File: src/rtl/tia_pkg.sv
// Package of the tagged integer ALU: widths, operation and status codes,
// and the lane record carried along the cell chain. No dependencies.
package tia_pkg;
    localparam int PW = 46;
    localparam int WW = 64;

    localparam logic [3:0] OP_ADD = 4'd0, OP_SUB = 4'd1, OP_MUL = 4'd2,
        OP_DIV = 4'd3, OP_DIVREM = 4'd4, OP_INC = 4'd5, OP_DEC = 4'd6,
        OP_LT = 4'd7, OP_GT = 4'd8, OP_LE = 4'd9, OP_GE = 4'd10,
        OP_EQ = 4'd11, OP_NE = 4'd12, OP_ISINT = 4'd13, OP_NOTINT = 4'd14;

    localparam logic [1:0] ST_OK = 2'd0, ST_FALSE = 2'd1, ST_NOTINT = 2'd2,
        ST_DIVZERO = 2'd3;

    typedef struct packed {
        logic [1:0]    status;
        logic          is_div;
        logic          is_rem;
        logic          is_mul;
        logic          neg_q;
        logic          neg_r;
        logic [PW-1:0] res;
        logic [PW-1:0] qd;
        logic [PW-1:0] dvs;
        logic [PW-1:0] rem;
        logic [PW-1:0] mcd;
        logic [PW-1:0] mlt;
        logic [PW-1:0] prod;
    } t_lane;
endpackage

File: src/rtl/tia_cell.sv
// One cell of the chain: a restoring divide step and a shift-add multiply
// step, registered. Uses tia_pkg.
module tia_cell (
    input  logic           i_clk,
    input  logic           i_rst_n,
    input  logic           i_load,
    input  logic           i_valid,
    input  tia_pkg::t_lane i_lane,
    output logic           o_valid,
    output tia_pkg::t_lane o_lane
);
    import tia_pkg::*;

    logic [PW:0]   trial;
    logic [PW:0]   diff;
    t_lane         n_lane;
    logic          r_valid;
    t_lane         r_lane;

    assign trial = {i_lane.rem, i_lane.qd[PW-1]};
    assign diff  = trial - {1'b0, i_lane.dvs};

    always_comb begin
        n_lane     = i_lane;
        if (!diff[PW]) begin
            n_lane.rem = diff[PW-1:0];
        end else begin
            n_lane.rem = trial[PW-1:0];
        end
        n_lane.qd   = {i_lane.qd[PW-2:0], ~diff[PW]};
        n_lane.prod = i_lane.mlt[0] ? i_lane.prod + i_lane.mcd : i_lane.prod;
        n_lane.mcd  = {i_lane.mcd[PW-2:0], 1'b0};
        n_lane.mlt  = {1'b0, i_lane.mlt[PW-1:1]};
    end

    always_ff @(posedge i_clk) begin
        if (!i_rst_n) begin
            r_valid <= 1'b0;
        end else if (i_load) begin
            r_valid <= i_valid;
        end
        if (i_load) begin
            r_lane <= n_lane;
        end
    end

    assign o_valid = r_valid;
    assign o_lane  = r_lane;
endmodule

File: config.mk
export PLATFORM = sky130hd
export DESIGN_NAME = tia_cell
export DESIGN_NICKNAME = d
export VERILOG_FILES = /design/src/rtl/tia_pkg.sv /design/src/rtl/tia_cell.sv
export SDC_FILE = /design/constraint.sdc
export NUM_CORES = 1
export LEC_CHECK = 0
export ABC_AREA = 1
export BUFFER_PORTS_ARGS = -buffer_cell sky130_fd_sc_hd__clkbuf_2
export CELL_PAD_IN_SITES_DETAIL_PLACEMENT = 0
export CELL_PAD_IN_SITES_GLOBAL_PLACEMENT = 2
export CORE_UTILIZATION = 28
export CTS_BUF_LIST = sky130_fd_sc_hd__clkbuf_16
export CTS_CLUSTER_SIZE = 30
export DETAILED_ROUTE_END_ITERATION = 16
export PLACE_DENSITY = 0.85
export RECOVER_POWER = 100
export SETUP_SLACK_MARGIN = 0.5
export SYNTH_ARGS = -nofsm -noshare
export SYNTH_HDL_FRONTEND = slang
export SYNTH_SLANG_ARGS = --single-unit
File: constraint.sdc
create_clock -name i_clk -period 3.2 [get_ports i_clk]
set_input_delay 0.8 -clock i_clk [delete_from_list [all_inputs] [get_ports i_clk]]
set_output_delay 0.8 -clock i_clk [all_outputs]
set_load 0.01 [all_outputs]
# Yosys cells after proc, flatten, opt, wreduce, memory -nomap -nowiden
# Cells that the tools add are included.
[totals] ff_bits=328 inputBits=333
[classes] bitwise=1 addsub=2 muxes=2
[op_table] op="46-bit two-way mux" n=2
[op_table] op="47-bit by 46-bit subtractor with 47-bit output" n=1
[op_table] op="46-bit adder" n=1
[op_table] op="1-bit inverter" n=1

# Logic depth before layout (Yosys ltp)
[depth] word_depth=2 ltp_mapped=17 ltp_nobuf=16

# Worst setup path after synthesis
# OpenSTA, ideal clock, no wires.
[synth_timing] kind="in2reg" from="in i_lane[275] in the netlist's numbering" to="reg r_lane (netlist bit o_lane[147]), data pin" cell_stages=14 arrival_ns=2.367 setup_slack_ns=0.580 t_required_ns=2.948 path_cell_list="inv_1 > ha_1 > fa_1 > inv_1 > nand2_1 > nand3_2 > nand2_1 > nand2_1 > nand2_2 > nand3_2 > nand2_4 > buf_2 > nand3_1 > nand2_1"
[synth_rtl] element="start, declared" line_no="tia_cell.sv:8" source="input tia_pkg::t_lane i_lane,"
[synth_rtl] element="end signal, assigned" line_no="tia_cell.sv:43" source="r_lane <= n_lane;"
[synth_rtl] element="end, declared" line_no="tia_cell.sv:18" source="t_lane r_lane;"

# Worst setup path in the final report
[layout_timing] from="in i_load" to="reg r_lane (netlist bit o_lane[68]), enable pin"
[layout_rtl] element="start, declared" line_no="tia_cell.sv:6" source="input logic i_load,"
# No word-level cell between the ends.

==> summary.txt <==
Status
  – Status: finished with violations
  – Violations in the final reports: max-capacitance violations, max-slew violations

Worst setup path
  – Required time of the critical path: 3.41 ns
  – Highest net fanout along the worst path: 69
  – Kind of end point of the critical path: flip-flop
  – Buf/Inv on CP: 2
  – Most numerous cell on the critical path: sky130_fd_sc_hd__clkbuf_2
  – Worst path arrival time: 2.98 ns
  – Maximum cell stage delay along the critical path: 1.56 ns
  – Sort of element at the start of the critical path: input pin
  – Slowest cell on the critical path: sky130_fd_sc_hd__clkbuf_2
  – Delay-heaviest family, CP: buffers and inverters
  – Setup Crit Path Kind: input pin to flip-flop
  – Crit path cell chain: clkbuf_2, clkbuf_2

Synthesis
  – Most repeated cell in the gate-level netlist after synthesis: sky130_fd_sc_hd__nand2_1
  – Number of unique standard cell types used by synthesis: 37
  – Mapped cell area: 19000 sq um
  – Most instantiated flip-flop cell in the synthesis netlist: sky130_fd_sc_hd__edfxtp_1
  – Fraction of synthesized cell area taken by the top area cell type: 51.69%
  – Number of instances in the synthesized netlist: 2333
  – Post-synthesis register bit count: 328
  – Sequential fraction of the synthesis area: 51.79%
  – Number of synthesis warnings: 0
  – Most numerous cell types in the synthesized netlist: sky130_fd_sc_hd__nand2_1 (920), sky130_fd_sc_hd__inv_1 (443), sky130_fd_sc_hd__edfxtp_1 (327)
  – Dominant cell type by area after synthesis: sky130_fd_sc_hd__edfxtp_1
  – Synthesized area per cell: 8.143 sq um
  – Number of enable-type register cells in the synthesized netlist: 327
  – Top area cells in the synthesized netlist: sky130_fd_sc_hd__edfxtp_1 (52%), sky130_fd_sc_hd__nand2_1 (18%), sky130_fd_sc_hd__inv_1 (8.8%)
  – Async SR Flop Fraction: 0%

CTS
  – Total of hold buffers inserted after clock tree synthesis: 0
  – Post-cts gate resize count: 0
  – CTS tree: built
  – Clock slew at reported path FFs: 0.06 ns
  – CTS Buf Count: 40
  – Worst-skew pair later-pin latency: 0.55 ns
  – Clock net sink count: 328
  – H-tree depth: 2
  – Clock Path Buffers: 3
  – Number of buffers inserted to repair setup after CTS: 0
  – Cell chosen for the clock root: sky130_fd_sc_hd__clkbuf_16

Finish
  – Fill cell count: 7373
  – Fraction of layout instances using a drive strength above 1: 12.12%
  – Total number of nets in the final design: 3508
  – Fin area: 24530 sq um
  – Synth-to-layout area growth: 29.10%

Detailed routing
  – Total wire length: 71.14 mm
  – Initial DRC Count: 1043
  – Via count: 17170
  – First-pass iteration count of the detailed router: 5
  – Drt via density: 4.308
  – Routed WL per cell: 17.85 um
  – Antenna Violating Nets Remaining: 0
  – Number of design rule violations left after detail routing: 0

Global routing
  – Global routing usage on met3: 3.533%
  – Final global-route overflow total: 0
  – Met2 layer usage reported by global route: 37.67%
  – Most congested layer reported by global routing: met2
  – Overall Global Routing Usage: 20.07%
  – Largest net degree at the start of global routing: 70
  – Number of global-route vias before repair: 16990
  – Wire length of the first global-routing pass: 103.8 mm
  – Antenna violations before repair: 6
  – Met1 demand-to-capacity share in global routing: 23.18%

Pwr
  – Leak: 0.01191 uW
  – Maximum vdd drop: 0.0003385 V
  – Total power: 12640 uW
  – PwrDens: 515.2 nW/um^2

Timing
  – Final Skew: 0 ns
  – Max frequency: 0.3608 GHz
  – Sum of negative setup slack: 0 ns
  – Number of max-slew violations in the final report: 66
  – Post-layout min period: 2.772 ns
  – Final setup violation count: 0
  – Post-route clock period utilization: 86.62%
  – PnR worst setup slack: 0.4281 ns
  – Hold slack: 0.4181 ns
  – RSZ-0062 raised after global routing: no
  – Number of hold violations in the final report: 0
  – Relative max-transition margin: -51.55%
  – Worst-Margin Slew: 2.273 ns

Die
  – Num rows: 95
  – Effective utilization at floorplan: 28.29%
  – Die span in y: 262.5 um
  – Floorplan Core Area: 67160 sq um
  – Die X: 262.5 um
  – Die area: 68900 sq um
  – I/O pins: 663

Placed design
  – HPWL Detailed: 59.38 mm
  – Gpl congestion: 0.9000
  – DP Area: 23890 sq um
  – Setup WS pre-CTS: 0.1362 ns
  – I/O Buffers: 660

Flow run
  – MaxCap Viol Count: 1

Hold path
  – Type of the worst min-delay path: input pin to flip-flop
sequential cells by signal (all words and copies together), names as in the netlist:
signal	count
o_valid	1
o_lane	327
per-stage QoR:
| stage | instances | utilization, % |
|---|---|---|
| after floorplan | 2334 | - |
| after global placement | 3913 | 35.57 |
| after detailed placement | 3913 | 35.57 |
| after CTS | 3983 | 37.47 |
| after global routing | 3984 | 36.52 |
| final | 3985 | 36.52 |
worst paths after layout:
kind / startpoint / endpoint / slack (ns) / depth (start not counted)
max: i_load / o_lane[68] / 0.43 / 2
min: i_lane[85] / o_lane[84] / 0.42 / 1
max reg2reg: o_valid / o_valid / 2.57 / 2
min reg2reg: o_valid / o_valid / 0.55 / 2
where the power goes:
| group | internal [uW] | switching [uW] |
|---|---|---|
| Sequential | 5220 | 131 |
| Combinational | 932 | 1850 |
| Clock | 2650 | 1860 |
final cells by class:
| type | count | area (sq um) | share of cell area, % |
|---|---|---|---|
| diodes | 2 | 5.005 | 0.02041 |
| clock buffers | 41 | 1026 | 4.183 |
| clock inverters | 29 | 249.0 | 1.015 |
| inverters | 450 | 1689 | 6.887 |
| multi-input cells | 1533 | 7340 | 29.93 |
| flip-flops and latches | 328 | 9839 | 40.12 |
| well taps | 873 | 1092 | 4.454 |
| repair buffers | 729 | 3286 | 13.40 |
cells by family (layout without fill, tap and decap cells):
| family | Yosys count | count (layout) | synth area share [%] |
|---|---|---|---|
| xor+xnor | 34 | 34 | 1.567 |
| compound gates | 93 | 93 | 2.687 |
| other cells | 1 | 4 | 0.01974 |
| simple gates | 1311 | 1311 | 28.17 |
| buf+inv | 473 | 1249 | 9.556 |
| fa+ha+maj | 93 | 93 | 6.204 |
| flops | 328 | 328 | 51.79 |
routing by layer:
metal	wire length, um	vias up
met5	23	-
li1	-	8842
met4	1910	4
met1	28660	7774
met3	3486	90
met2	37060	457
cells in the final DEF, fill, tap and decap left out, types with 4 or more instances in the layout:
| master | netlist | layout |
|---|---|---|
| sky130_fd_sc_hd__nand2_2 | 6 | 6 |
| sky130_fd_sc_hd__o21bai_1 | 14 | 14 |
| sky130_fd_sc_hd__nor2_1 | 163 | 164 |
| sky130_fd_sc_hd__clkbuf_2 | 0 | 247 |
| sky130_fd_sc_hd__clkinv_1 | 1 | 13 |
| sky130_fd_sc_hd__buf_4 | 4 | 36 |
| sky130_fd_sc_hd__a21oi_1 | 53 | 53 |
| sky130_fd_sc_hd__nor2_2 | 6 | 6 |
| sky130_fd_sc_hd__inv_1 | 443 | 450 |
| sky130_fd_sc_hd__buf_12 | 0 | 6 |
| sky130_fd_sc_hd__nor3_1 | 8 | 8 |
| sky130_fd_sc_hd__clkbuf_1 | 8 | 438 |
| sky130_fd_sc_hd__nand3b_1 | 7 | 7 |
| sky130_fd_sc_hd__nand4_1 | 16 | 16 |
| sky130_fd_sc_hd__o21ai_0 | 21 | 21 |
| sky130_fd_sc_hd__bufinv_16 | 0 | 4 |
| sky130_fd_sc_hd__clkbuf_16 | 0 | 41 |
| sky130_fd_sc_hd__xnor2_1 | 16 | 16 |
| sky130_fd_sc_hd__nand2_1 | 920 | 920 |
| sky130_fd_sc_hd__ha_1 | 91 | 91 |
| sky130_fd_sc_hd__edfxtp_1 | 327 | 327 |
| sky130_fd_sc_hd__nor4_1 | 4 | 4 |
| sky130_fd_sc_hd__and2_1 | 5 | 4 |
| sky130_fd_sc_hd__xor2_1 | 18 | 18 |
| sky130_fd_sc_hd__nand3_1 | 159 | 159 |
| sky130_fd_sc_hd__inv_2 | 6 | 5 |
| sky130_fd_sc_hd__or2_2 | 8 | 8 |
(Power assumes the default switching activity.)
