[src/rtl/tia_pkg.sv]
// Package of the tagged integer ALU: widths, operation and status codes,
// and the lane record carried along the cell chain. No dependencies.
package tia_pkg;
    localparam int PW = 46;
    localparam int WW = 64;

    localparam logic [3:0] OP_ADD = 4'd0, OP_SUB = 4'd1, OP_MUL = 4'd2,
        OP_DIV = 4'd3, OP_DIVREM = 4'd4, OP_INC = 4'd5, OP_DEC = 4'd6,
        OP_LT = 4'd7, OP_GT = 4'd8, OP_LE = 4'd9, OP_GE = 4'd10,
        OP_EQ = 4'd11, OP_NE = 4'd12, OP_ISINT = 4'd13, OP_NOTINT = 4'd14;

    localparam logic [1:0] ST_OK = 2'd0, ST_FALSE = 2'd1, ST_NOTINT = 2'd2,
        ST_DIVZERO = 2'd3;

    typedef struct packed {
        logic [1:0]    status;
        logic          is_div;
        logic          is_rem;
        logic          is_mul;
        logic          neg_q;
        logic          neg_r;
        logic [PW-1:0] res;
        logic [PW-1:0] qd;
        logic [PW-1:0] dvs;
        logic [PW-1:0] rem;
        logic [PW-1:0] mcd;
        logic [PW-1:0] mlt;
        logic [PW-1:0] prod;
    } t_lane;
endpackage

[src/rtl/tia_front.sv]
// Decode stage of the tagged integer ALU: tag checks, the operations done
// at decode and set-up of the divide and multiply lanes. Uses tia_pkg.
module tia_front (
    input  logic [3:0]            i_cmd,
    input  logic [tia_pkg::WW-1:0] i_a,
    input  logic [tia_pkg::WW-1:0] i_b,
    output tia_pkg::t_lane        o_lane
);
    import tia_pkg::*;

    logic          int_a, int_b, both;
    logic [PW-1:0] pa, pb;
    logic          lt, eqp;

    assign int_a = (i_a[WW-1:PW] == '0);
    assign int_b = (i_b[WW-1:PW] == '0);
    assign both  = int_a && int_b;
    assign pa    = i_a[PW-1:0];
    assign pb    = i_b[PW-1:0];
    assign lt    = $signed(pa) < $signed(pb);
    assign eqp   = (pa == pb);

    always_comb begin
        o_lane        = '0;
        o_lane.status = ST_OK;
        o_lane.qd     = pa[PW-1] ? PW'(-pa) : pa;
        o_lane.dvs    = pb[PW-1] ? PW'(-pb) : pb;
        o_lane.mcd    = pa;
        o_lane.mlt    = pb;
        o_lane.neg_q  = pa[PW-1] ^ pb[PW-1];
        o_lane.neg_r  = pa[PW-1];
        case (i_cmd)
            OP_ADD, OP_SUB, OP_MUL, OP_DIV, OP_DIVREM: begin
                if (!both) begin
                    o_lane.status = ST_NOTINT;
                end else if (i_cmd == OP_ADD) begin
                    o_lane.res = pa + pb;
                end else if (i_cmd == OP_SUB) begin
                    o_lane.res = pa - pb;
                end else if (i_cmd == OP_MUL) begin
                    o_lane.is_mul = 1'b1;
                end else if (pb == '0) begin
                    o_lane.status = ST_DIVZERO;
                end else begin
                    o_lane.is_div = 1'b1;
                    o_lane.is_rem = (i_cmd == OP_DIVREM);
                end
            end
            OP_INC, OP_DEC: begin
                if (!int_a) o_lane.status = ST_NOTINT;
                else o_lane.res = (i_cmd == OP_INC) ? pa + 1'b1 : pa - 1'b1;
            end
            OP_LT, OP_GT, OP_LE, OP_GE: begin
                if (!both) begin
                    o_lane.status = ST_NOTINT;
                end else begin
                    case (i_cmd)
                        OP_LT:   o_lane.status = lt ? ST_OK : ST_FALSE;
                        OP_GT:   o_lane.status = (!lt && !eqp) ? ST_OK : ST_FALSE;
                        OP_LE:   o_lane.status = (lt || eqp) ? ST_OK : ST_FALSE;
                        default: o_lane.status = !lt ? ST_OK : ST_FALSE;
                    endcase
                end
            end
            OP_EQ:     o_lane.status = (i_a == i_b) ? ST_OK : ST_FALSE;
            OP_NE:     o_lane.status = (i_a != i_b) ? ST_OK : ST_FALSE;
            OP_ISINT:  o_lane.status = int_a ? ST_OK : ST_FALSE;
            OP_NOTINT: o_lane.status = int_a ? ST_FALSE : ST_OK;
            default:   o_lane.status = ST_NOTINT;
        endcase
    end
endmodule

[config.mk]
export PLATFORM = sky130hd
export DESIGN_NAME = tia_front
export DESIGN_NICKNAME = d
export VERILOG_FILES = /design/src/rtl/tia_pkg.sv /design/src/rtl/tia_front.sv
export SDC_FILE = /design/constraint.sdc
export NUM_CORES = 1
export LEC_CHECK = 0
export BUFFER_PORTS_ARGS = -buffer_cell sky130_fd_sc_hd__buf_2
export CAP_MARGIN = 5
export CORE_AREA = 2 2 180 182
export DETAILED_ROUTE_END_ITERATION = 7
export DIE_AREA = 0 0 182 184
export GPL_ROUTABILITY_DRIVEN = 0
export PLACE_DENSITY = 0.68
export SLEW_MARGIN = 40
export SYNTH_ARGS = -nofsm -noshare
export SYNTH_HDL_FRONTEND = slang
export SYNTH_SLANG_ARGS = --single-unit
[constraint.sdc]
create_clock -name vclk -period 6.9
set_input_delay 0.69 -clock vclk [all_inputs]
set_output_delay 0.69 -clock vclk [all_outputs]
set_load 0.1 [all_outputs]
After elaboration in Yosys (flattened, before gate mapping)
Cells that the tools add are included.
- flip-flop bits (word level): 0
- latch bits: 0
- RAM bits: 0
- bits in read-only memories: 0
- input port bits: 132
- word-level logic and storage cells: 66
- memories: 0
- add/subtract/negate cells: 6
- $mul: 0
- div/mod/pow operators: 0
- magnitude comparators: 1
- equality and inequality tests: 17
- shift-type cells: 0
- mux-type cells: 29
- bitwise logic cells: 1
- reductions and logical operators: 12
- operators by type and width (cell ; count):
    two-way mux 46 bit ; 7
    negator 46 bit ; 2
    case mux 46 bit (2 select lines) ; 1
    == test 64 bit ; 1
    inequality test 64 bit ; 1
    adder 46 x 1 -> 46 bit (second input constant) ; 1
    adder 46 bit ; 1
    == test 46 bit ; 1
    zero test 46 bit ; 1
    < comparator 46 bit ; 1
    subtractor 46 x 1 -> 46 bit (second input constant) ; 1
    subtractor 46 bit ; 1
    zero test 18 bit ; 2
    == test 4 bit (second input constant) ; 7
    == test 4 x 3 -> 1 bit (second input constant) ; 4
    case mux 2 bit (7 select lines) ; 1
    two-way mux 2 bit ; 5
    two-way mux 5 bit ; 2
    two-way mux 1 bit ; 9
    == test 4 x 2 -> 1 bit (second input constant) ; 2
    two-way mux 3 bit ; 2
    OR reduction 5 bit ; 1
    == test 4 x 1 -> 1 bit (second input constant) ; 1
    zero test 4 bit ; 1
    other kinds (8) ; 10

Logic depth before layout (Yosys ltp)
Gate-level depths: netlist (run 1).
- word-level depth: 7
- mapped depth: 16

Worst setup path after synthesis (run 1)
OpenSTA, ideal clock, no wires.
- kind: input to output
- start: input port i_a[10] in the netlist's numbering
- end: output port o_lane[275] in the netlist's numbering
- arrival: 6353 ps
- data required time: 6210 ps
- path slack: -143 ps
- stages: 7
- buffers on the path: 0
- cells stage by stage: or4_4 or4_4 or3_4 or3_4 or4_4 or3_4 nor4b_1
- RTL lines (what ; RTL line ; RTL):
    start, declared ; tia_front.sv:5 ; input logic [tia_pkg::WW-1:0] i_a,
    end, declared ; tia_front.sv:7 ; output tia_pkg::t_lane o_lane

==> reports/metrics.csv, run 1 <==
stage,metric,value,unit
placement,dp_hpwl,38400,um
sta,max_slew.worst_pin.slew,0.865,ns
detailed_routing,routed_wirelength,47700,um
critical_path,required,6.21,ns
logic_synthesis,synth_cells,1840,
outcome,status,finished clean,
global_routing,grt_max_degree,50,
final_layout,fill_cells,3318,
sta,finalHoldViolCount,0,
detailed_routing,drcViolationCount,0,
critical_path,cp_max_fo,24,
critical_path,worstPathCellList,buf_2 > nor2b_1 > and3b_1 > inv_2 > ha_1 > and3_1 > nor3b_1 > nand2_1 > o31ai_1 > a21oi_1 > o41ai_1 > o21ai_1 > o21ai_0 > a31o_2 > a211o_1 > buf_2,
final_layout,seq_cells,0,
critical_path,start_kind,input port,
final_layout,fin_cells,2439,
final_layout,drive_gt1_frac,0.211,
final_layout,antenna_cells,0,
detailed_routing,vias_per_cell,6.12,
floorplan,die-area,33500,sq um
power_and_ir_drop,peakVddDrop,110,uV
floorplan,num_rows,65,
critical_path,crit_type,input port to output pin,
global_routing,grt_pass1_wl,71700,um
sta,max_freq,158,MHz
logic_synthesis,synth_top_cell_by_area,ha_1,
placement,io_buffer_count,369,
sta,layout_min_cycle_time,6.34,ns
final_layout,layout.nets,2311,
sta,maxSlewViolCount,0,
final_layout,multi_input_area,10600,sq um
sta,rsz0062_at_grt,no,
worst_hold_path,min_to,o_lane[88],
critical_path,critPathMostFrequentCell,buf_2,
logic_synthesis,synth_top_area_share,0.139,
power_and_ir_drop,powerDensity,141,nW/um^2
global_routing,track_usage,0.261,
sta,fin_crit_sh,0.918,
placement,dp_cells,2439,
critical_path,critPathMaxStageDelay,0.60,ns
floorplan,die_w,182,um
cts,ctsHoldBuffers,0,
final_layout,area_delta_synth_final,8.98,%
logic_synthesis,yosys-top-cells-count,"buf_4, a21oi_1, ha_1",
global_routing,grt_antenna_before_repair,0,
final_layout,seq_area,0,sq um
detailed_routing,wl_per_cell,19.6,um
worst_hold_path,hp-start,i_b[42],
logic_synthesis,ys_types,76,
power_and_ir_drop,total_power,1.90,mW
floorplan,initial_core_util,0.393,
worst_hold_path,min_path_cells,2,
detailed_routing,detailedRoute.firstIterationViolations,1512,
logic_synthesis,syn_area,12300,sq um
final_layout,nClkBuffers,0,
detailed_routing,num_vias,14900,
floorplan,core-area,31400,sq um
cts,cts_resized,0,
job,maxCapViolCount,0,
logic_synthesis,avgSynthCellArea,6.71,sq um
critical_path,slowest_stage,o41ai_1,
global_routing,gr-total-overflow,0,
logic_synthesis,yosysSeqAreaShare,0,
power_and_ir_drop,p_leak,6.04,nW
logic_synthesis,yosysWarnings,0,
critical_path,cp-end-kind,output pin,
floorplan,die_y,184,um
sta,slew-limit-headroom,0.423,
sta,fin_setup_tns,0,ns
worst_hold_path,hp-class,input port to output pin,
global_routing,grt_pass1_vias,13300,
logic_synthesis,synth_most_common_cell,buf_4,
detailed_routing,firstDrtPassIters,6,
logic_synthesis,synth.area.top_cells,"ha_1, buf_4, xnor2_1",
floorplan,ios,461,
critical_path,arrival,5.65,ns
detailed_routing,ant_nets,0,
sta,setup_viol,0,
cts,post_cts_buffers,0,
-- critical path: cells and delay by family --
kind            cells  cell delay [ns]
buf+inv             3             0.90
compound gates      7             2.15
simple gates        5             1.42
fa+ha+maj           1             0.47
-- worst max path at each step --
stage                   from           to  depth (start not counted)
floorplan           i_cmd[2]  o_lane[293]                         15
global placement    i_cmd[2]  o_lane[314]                         17
detailed placement  i_cmd[2]  o_lane[312]                         16
global route        i_cmd[2]  o_lane[314]                         16
finish              i_cmd[2]  o_lane[314]                         16
CTS                 i_cmd[2]  o_lane[312]                         16
-- kinds of logic after synthesis --
kind of cell	count (synthesis)	synth area share
compound gates	628	0.348
simple gates	521	0.219
buf+inv	392	0.176
xor+xnor	154	0.109
fa+ha+maj	140	0.144
mux	4	0.00335
other cells	1	0.000304
-- layer usage --
layer / share of wire / routed length, um / track usage
met5: 0 / 0 / 0
met4: 0.037 / 1760 / 0.0777
met3: 0.090 / 4300 / 0.0281
met2: 0.46 / 21800 / 0.448
met1: 0.42 / 19900 / 0.344
-- through the flow --
step / utilization / hold slack [ns] / setup WS [ns] / instance area, sq um
CTS: 0.428 / 1.78 / 0.580 / 13400
global route: 0.428 / 1.79 / 0.344 / 13500
finish: 0.428 / 1.78 / 0.563 / 13500
detailed placement: 0.428 / 1.78 / 0.606 / 13400
floorplan: - / 1.57 / 0.206 / 12700
global placement: 0.428 / 1.78 / 0.577 / 13400
-- area by class of cell --
cell class / instances / share of cell area
Multi-Input combinational cell: 1539 / 0.784
Timing Repair Buffer: 387 / 0.147
Tap cell: 402 / 0.0374
Inverter: 111 / 0.0310
-- layout by cell type (no fill, tap or decap), types with 19 or more instances in the layout --
cell type / count
a21o_1: 50
a21oi_1: 143
a221o_1: 19
buf_2: 369
conb_1: 92
ha_1: 137
inv_1: 110
nand2_1: 112
nand2b_1: 28
nand3_1: 49
nand4_1: 38
nor2_1: 113
nor3_1: 45
nor4_1: 28
o211ai_1: 19
o21ai_0: 114
o21bai_1: 24
o221ai_1: 21
o22ai_1: 22
o31ai_1: 40
xnor2_1: 132
xor2_1: 22
-- power breakdown --
part	switching [mW]	internal, mW
sequential	0	0
combinational	1.50	0.400
clock	0	0
Note: power is estimated with default switching activity, not from simulation.
==> inputs of run 2 (changes only) <==
--- a/config.mk
+++ b/config.mk
@@ -11,7 +11,8 @@
 export DETAILED_ROUTE_END_ITERATION = 7
 export DIE_AREA = 0 0 182 184
 export GPL_ROUTABILITY_DRIVEN = 0
-export PLACE_DENSITY = 0.68
+export MAX_ROUTING_LAYER = met4
+export PLACE_DENSITY_LB_ADDON = 0.3
 export SLEW_MARGIN = 40
 export SYNTH_ARGS = -nofsm -noshare
 export SYNTH_HDL_FRONTEND = slang
==> run 2 against run 1 <==
Effect of this change: power about the same; clock-buffer cell count unchanged; via count fell by 0.58%; design area grew 0.21%; cell count up 0.21%; non-clock buffer count grew 3; die area unchanged; global-route usage is 0.99 points higher; worst hold slack worse by 0.0010 ns; sequential share of layout area stayed put; critical endpoint is now o_lane[320].
==> reports/metrics.csv, run 2 (synthesis results as in run 1) <==
stage,metric,value,unit,change
sta,fin_crit_sh,0.947,,was 0.918
critical_path,cp_max_fo,17,,was 24
job,maxCapViolCount,0,,unchanged
final_layout,seq_cells,0,,unchanged
critical_path,required,6.21,ns,about the same
placement,io_buffer_count,369,,unchanged
power_and_ir_drop,total_power,1.90,mW,about the same
global_routing,grt_antenna_before_repair,1,,was 0
critical_path,slowest_stage,o41ai_1,,unchanged
placement,post_dp_cell_area,13500,sq um,was 13400 sq um
critical_path,crit_type,input port to output pin,,unchanged
floorplan,ios,461,,unchanged
power_and_ir_drop,clockPowerShare,0,,about the same
detailed_routing,detailedRoute.firstIterationViolations,1423,,was 1512
worst_hold_path,hp-class,input port to output pin,,unchanged
sta,finalHoldViolCount,0,,unchanged
final_layout,area_delta_synth_final,9.21,%,was 8.98%
final_layout,multi_input_area,10500,sq um,was 10600 sq um
floorplan,die_y,184,um,unchanged
sta,layout_min_cycle_time,6.53,ns,was 6.34 ns
critical_path,arrival,5.84,ns,was 5.65 ns
sta,fin_setup_tns,0,ns,unchanged
critical_path,start_kind,input port,,unchanged
floorplan,num_rows,65,,unchanged
final_layout,design_area,13500,sq um,about the same
sta,max_freq,153,MHz,was 158 MHz
sta,slew-limit-headroom,0.430,,was 0.423
outcome,status,finished clean,,unchanged
detailed_routing,vias_per_cell,6.07,,was 6.12
sta,setup_viol,0,,unchanged
final_layout,final_common_cell,buf_2,,unchanged
power_and_ir_drop,p_comb_frac,1.000,,about the same
final_layout,fill_cells,3393,,was 3318
sta,maxSlewViolCount,0,,unchanged
floorplan,die_w,182,um,unchanged
detailed_routing,routed_wirelength,48000,um,was 47700 um
power_and_ir_drop,p_leak,6.05,nW,was 6.04 nW
final_layout,final_cell_mix,"buf_2, a21oi_1, ha_1, xnor2_1, o21ai_0",,unchanged
final_layout,drive_gt1_frac,0.212,,was 0.211
global_routing,grt_pass1_vias,13300,,about the same
floorplan,die-area,33500,sq um,unchanged
detailed_routing,ant_nets,0,,unchanged
global_routing,track_usage,0.271,,was 0.261
critical_path,cp-end-kind,output pin,,unchanged
final_layout,layout.nets,2315,,was 2311
placement,dpl_worst_slack,0.504,ns,was 0.606 ns
final_layout,nClkBuffers,0,,unchanged
floorplan,initial_core_util,0.393,,unchanged
detailed_routing,wl_per_cell,19.6,um,about the same
critical_path,cp.buffers_inverters,4,,was 3
power_and_ir_drop,swShare,0.789,,about the same
sta,rsz0062_at_grt,no,,unchanged
critical_path,cpLargestDelayFamily,compound AO/OA/AOI/OAI gates,,unchanged
cts,post_cts_buffers,0,,unchanged
global_routing,gr-total-overflow,0,,unchanged
critical_path,critPathMaxStageDelay,0.58,ns,was 0.60 ns
detailed_routing,firstDrtPassIters,6,,unchanged
sta,setup_ws,0.369,ns,was 0.563 ns
global_routing,grt_max_degree,50,,unchanged
power_and_ir_drop,p_switching,1.50,mW,about the same
power_and_ir_drop,powerDensity,141,nW/um^2,about the same
power_and_ir_drop,peakVddDrop,93.3,uV,was 110 uV
critical_path,worstPathCellList,buf_2 > nor2b_1 > and3b_1 > clkinvlp_4 > ha_1 > a21oi_1 > o211ai_1 > a32oi_1 > buf_4 > o31ai_1 > a21oi_1 > o41ai_1 > o21ai_1 > o31ai_1 > xnor2_1 > o211ai_1 > clkbuf_4,,was buf_2 > nor2b_1 > and3b_1 > inv_2 > ha_1 > and3_1 > nor3b_1 > nand2_1 > o31ai_1 > a21oi_1 > o41ai_1 > o21ai_1 > o21ai_0 > a31o_2 > a211o_1 > buf_2
floorplan,core-area,31400,sq um,unchanged
final_layout,seq_area,0,sq um,unchanged
power_and_ir_drop,power.share.sequential,0,,about the same
global_routing,grt_pass1_wl,72300,um,was 71700 um
power_and_ir_drop,internal_power,401,uW,was 400 uW
detailed_routing,num_vias,14800,,was 14900
sta,max_slew.worst_pin.slew,0.855,ns,was 0.865 ns
detailed_routing,drcViolationCount,0,,unchanged
placement,dp_hpwl,38600,um,was 38400 um
-- run 2: final timing paths --
path  slack [ns]     endpoint      from  cells past startpoint
min         1.78   o_lane[88]   i_b[42]                      2
max         0.37  o_lane[320]  i_cmd[2]                     17
-- run 2: through the flow --
step	std cells	util	hold slack (ns)
final	2444	0.429	1.78
after global placement	2442	0.429	1.78
after global routing	2444	0.429	1.79
after floorplan	1931	-	1.57
after detailed placement	2442	0.429	1.78
after CTS	2442	0.429	1.78
-- run 2: timing repair --
action                                  4_1_cts  5_1_grt
resized for setup                             0        3
hold buffers                                  0        0
hold endpoints to repair                      0        0
endpoints found under the setup margin        0        7
-- run 2: area by class of cell --
class | instances | share of cell area
multi-input combinational | 1539 | 0.782
tap | 402 | 0.0373
timing repair buffer | 390 | 0.149
inverter | 111 | 0.0312
timing repair inverter | 1 | 0.000557
antenna | 1 | 0.000186
-- run 2: power groups by stage --
stage | combinational (mW) | clock (mW) | sequential, mW
after CTS | 1.88 | 0 | 0
after detailed placement | 1.87 | 0 | 0
after floorplan | 1.60 | 0 | 0
after global routing | 1.99 | 0.0000000194 | 0
after global placement | 1.86 | 0 | 0
final | 1.90 | 0.0000000194 | 0
-- run 2: routing by layer --
layer  wire length (um)  GRT usage
met1              20200      0.352
met2              22200      0.455
met3               4210     0.0256
met4               1410     0.0632
met5                  0          -
